File: config.mk
export PLATFORM = sky130hd
export DESIGN_NAME = ptbr_ram
export DESIGN_NICKNAME = d
export VERILOG_FILES = /design/src/hdl/ptbr_ram.sv
export SDC_FILE = /design/constraint.sdc
export NUM_CORES = 2
export LEC_CHECK = 0
export BUFFER_PORTS_ARGS = -buffer_cell sky130_fd_sc_hd__buf_2
export CELL_PAD_IN_SITES_DETAIL_PLACEMENT = 1
export CELL_PAD_IN_SITES_GLOBAL_PLACEMENT = 2
export CORE_ASPECT_RATIO = 0.75
export CORE_UTILIZATION = 55
export DETAILED_ROUTE_END_ITERATION = 7
export PLACE_DENSITY = 0.81
export SLEW_MARGIN = 0
export SYNTH_ARGS = -nofsm -noshare
export SYNTH_HDL_FRONTEND = slang
export SYNTH_SLANG_ARGS = --single-unit
export TNS_END_PERCENT = 10
File: constraint.sdc
create_clock -name clk_i -period 7.6 [get_ports clk_i]
set_clock_uncertainty 0.2 [all_clocks]
set_input_delay 2.28 -clock clk_i [delete_from_list [all_inputs] [get_ports clk_i]]
set_output_delay 2.28 -clock clk_i [all_outputs]
set_load 0.02 [all_outputs]
File: src/hdl/ptbr_ram.sv
// Generic single-write, single-read RAM with registered read data.
// Used for all stores of the planar tile border renderer; no dependencies.
`timescale 1ns / 1ps

module ptbr_ram #(
  parameter int WIDTH = 8,
  parameter int DEPTH = 256
) (
  input  logic                     clk_i,
  input  logic                     we_i,
  input  logic [$clog2(DEPTH)-1:0] waddr_i,
  input  logic [WIDTH-1:0]         wdata_i,
  input  logic [$clog2(DEPTH)-1:0] raddr_i,
  output logic [WIDTH-1:0]         rdata_o
);

  logic [WIDTH-1:0] mem_q [DEPTH];
  logic [WIDTH-1:0] rdata_q;

  always_ff @(posedge clk_i) begin
    if (we_i) begin
      mem_q[waddr_i] <= wdata_i;
    end
    rdata_q <= mem_q[raddr_i];
  end

  assign rdata_o = rdata_q;

endmodule

==> flow_metrics.py <==
metrics = {
    "run_status": {
        "run_status": "complete, but fails checks",
        "failed_checks": "max-capacitance violations, max-slew violations",
    },
    "logic_synthesis": {
        "mappedNetlistArea_um2": 79600,
        "synth.yosys.seq_area_share": 0.775,
        "synth_flop_cell": "edfxtp_1",
        "synth-edff-count": 2048,
        "netlist-cell-type-count": 55,
        "synth_cells": 3733,
        "syn-num-nets": 3759,
        "number_of_register_bits_inferred_by_synthesis": 2056,
        "post_syn_area_per_cell_um2": 21.3,
        "synthArstFlopShare": 0,
        "ys_warn_count": 0,
    },
    "setup_path": {
        "critical-path-slowest-cell": "nor4_1",
        "max_fanout_on_critical_path": 44,
        "worst_ep_required_time_ns": 8.05,
        "cpPeakStageDelay_ns": 1.19,
        "critical_path_arrival_ns": 6.09,
        "crit_type": "in -> reg",
        "crit_path_start_kind": "primary input",
        "crit_path_cell_trace": "buf_8 -> buf_4 -> mux4_2 -> mux4_2 -> nor2b_1 -> nor4_1 -> nor4_1",
        "setup.worst_path.end_class": "flip-flop",
    },
    "grt": {
        "grtUsageTotal": 0.291,
        "initial_antenna_violation_count": 11,
        "overall_overflow_remaining_after_global_route": 0,
        "global_route_wire_length_before_repair_um": 300000,
        "grt_start_max_net_pins": 205,
        "via_count_of_the_first_global_routing_pass": 40500,
    },
    "pwr": {
        "total_power_uw": 23000,
        "pwr-share-clk": 0.406,
        "netSwitchingFraction": 0.215,
        "power.share.combinational": 0.050,
        "static-leakage-power_uw": 0.0269,
        "sequential_share_of_power": 0.544,
        "worst_ir_drop_vdd_v": 0.000195,
        "p_int_uw": 18100,
        "p_per_area_nw_per_um2": 262,
        "p_sw_uw": 4940,
    },
    "finish": {
        "final_core_util": 0.613,
        "nets": 3859,
        "share_of_final_layout_standard_cells_stronger_than_drive_strength_1": 0.220,
        "synthToLayoutAreaGrowth_pct": 10.3,
    },
    "floorplanning": {
        "die_h_um": 331,
        "initial_core_util": 0.556,
        "io-pin-count": 34,
        "dieArea_um2": 146000,
        "die_extent_in_x_um": 441,
        "design.core.area_um2": 143000,
        "floorplan.rows": 120,
    },
    "detailed_routing": {
        "routed_wl_um": 210000,
        "route.antenna.remaining_nets": 0,
        "topRoutingLayerUsed": "met5",
        "wl_met3_um": 18600,
        "initial_drt_pass_iterations": 5,
        "drc_errors": 0,
        "met2_length_um": 97800,
        "wl_per_cell_um": 35.8,
        "detailroute.via_count": 39800,
        "first_iter_violations": 5415,
        "viasPerCell": 6.76,
        "route.layer.met1.wl_um": 88400,
    },
    "cts": {
        "tritoncts.num_buffers": 189,
        "cts-resized-gates": 0,
        "number_of_buffers_inserted_to_repair_setup_after_cts": 0,
        "worstSkewPairLatency_ns": 0.84,
        "clock_tree.buffer_depth": 3,
        "cts.htree.levels": 4,
        "root_buffer": "clkbuf_16",
        "cts_num_sinks": 2056,
        "holdBufCountCts": 0,
        "path_clk_slew_ns": 0.06,
        "cts_tree": "built",
    },
    "timing": {
        "timing_worst_slew_pin_value_ns": 1.52,
        "max_freq_ghz": 0.177,
        "setup_viol": 0,
        "timing.final.crit_period_ns": 5.64,
        "slew_headroom": -0.0200,
        "finalHoldViolCount": 0,
        "rsz0062_at_grt": "false",
        "finalSetupTns_ns": 0,
        "final-max-slew-violation-count": 2,
        "finalCritPeriodShare": 0.742,
    },
    "min_path": {
        "min-delay-path-class": "reg -> reg",
    },
    "placed_design": {
        "hpwl_um": 130000,
        "finalWeightedCongestion": 0.846,
        "number_of_buffers_inserted_by_port_buffering": 33,
    },
    "job": {
        "maxCapViolCount": 1,
    },
}
-- routing by layer --
metal / track usage / vias up
met1: 0.447 / 21500
met3: 0.0489 / 294
li1: - / 15900
met5: 0 / -
met4: 0.0853 / 2
met2: 0.435 / 2061
-- critical path: cells and delay by family --
kind                   cells  cell delay (ns)
buffers and inverters      2             1.06
muxes                      2             1.13
and+or+nand+nor            3             1.51
-- path summary, 6_finish.rpt --
path,cells past startpoint,endpoint,slack [ns],from
max reg2reg,6,rdata_o[5],4.18,mem_q[16][5]
min reg2reg,5,rdata_o[2],0.86,mem_q[50][2]
min,5,rdata_o[2],0.86,mem_q[50][2]
max,7,rdata_o[1],1.96,raddr_i[0]
-- state kept, by name, indices dropped and copies added, names as in the netlist --
register / count
rdata_o: 8
mem_q: 2048
-- synthesized netlist by cell type (13+ instances only) --
| library cell | number | area, um2 |
|---|---|---|
| edfxtp_1 | 2048 | 61500 |
| mux4_2 | 454 | 10200 |
| nor2_1 | 282 | 1060 |
| mux2i_1 | 134 | 1340 |
| a22oi_1 | 133 | 998 |
| clkbuf_1 | 111 | 417 |
| a21oi_1 | 96 | 480 |
| o221ai_1 | 46 | 403 |
| nand3_1 | 34 | 170 |
| nand2_1 | 33 | 124 |
| buf_2 | 31 | 155 |
| nor2b_1 | 31 | 194 |
| o22ai_1 | 28 | 175 |
| buf_4 | 27 | 203 |
| nor4_1 | 24 | 150 |
| buf_1 | 22 | 82.6 |
| nor3_1 | 22 | 110 |
| buf_6 | 21 | 236 |
| a211oi_1 | 16 | 120 |
| a221oi_1 | 13 | 114 |
| buf_8 | 13 | 195 |
-- cell type report --
cell class,instances,area [um2]
timing repair buffer,142,1280
clock inverter,94,818
inverter,2,7.51
clock buffer,244,5100
tap,1891,2370
fill,11600,55300
antenna,6,15.0
sequential,2056,61700
multi-input combinational,1442,16500
-- placed cells by master, fill, tap and decap left out, types with 17 or more instances in the layout --
master,n
edfxtp_1,2048
mux4_2,454
nor2_1,279
clkbuf_16,196
mux2i_1,134
a22oi_1,133
a21oi_1,96
buf_4,94
o221ai_1,46
clkbuf_1,46
clkinv_1,41
nand3_1,34
nand2_1,33
o22ai_1,28
nor2b_1,28
clkinv_2,28
nor3_1,22
buf_2,21
nor4_1,17
-- per-stage QoR --
| step | setup slack, ns | hold slack, ns | std cells | area, um2 |
|---|---|---|---|---|
| floorplan | 3.18 | 0.570 | 3733 | 79600 |
| global placement | 0.780 | 0.791 | 5528 | 81800 |
| detailed placement | 1.25 | 0.865 | 5532 | 81800 |
| CTS | 2.15 | 0.860 | 5870 | 87700 |
| global route | 2.05 | 0.915 | 5872 | 87800 |
| finish | 1.96 | 0.863 | 5877 | 87800 |
-- power groups by stage --
| stage | Clock, uW | Sequential, uW | Combinational (uW) |
|---|---|---|---|
| after floorplan | 0 | 12800 | 607 |
| after global placement | 0 | 12800 | 1100 |
| after detailed placement | 0 | 12800 | 1140 |
| after CTS | 9410 | 12500 | 1140 |
| after global routing | 9750 | 12500 | 1190 |
| final | 9340 | 12500 | 1140 |
-- kinds of logic (layout without fill, tap and decap cells) --
family	count (synthesis)	in the layout	share of synthesized area
other cells	0	6	0
flops	2056	2056	0.775
buf+inv	235	482	0.0183
simple gates	466	466	0.0263
compound gates	385	385	0.0342
mux	591	591	0.146
Power figures use the tool's default switching activity.
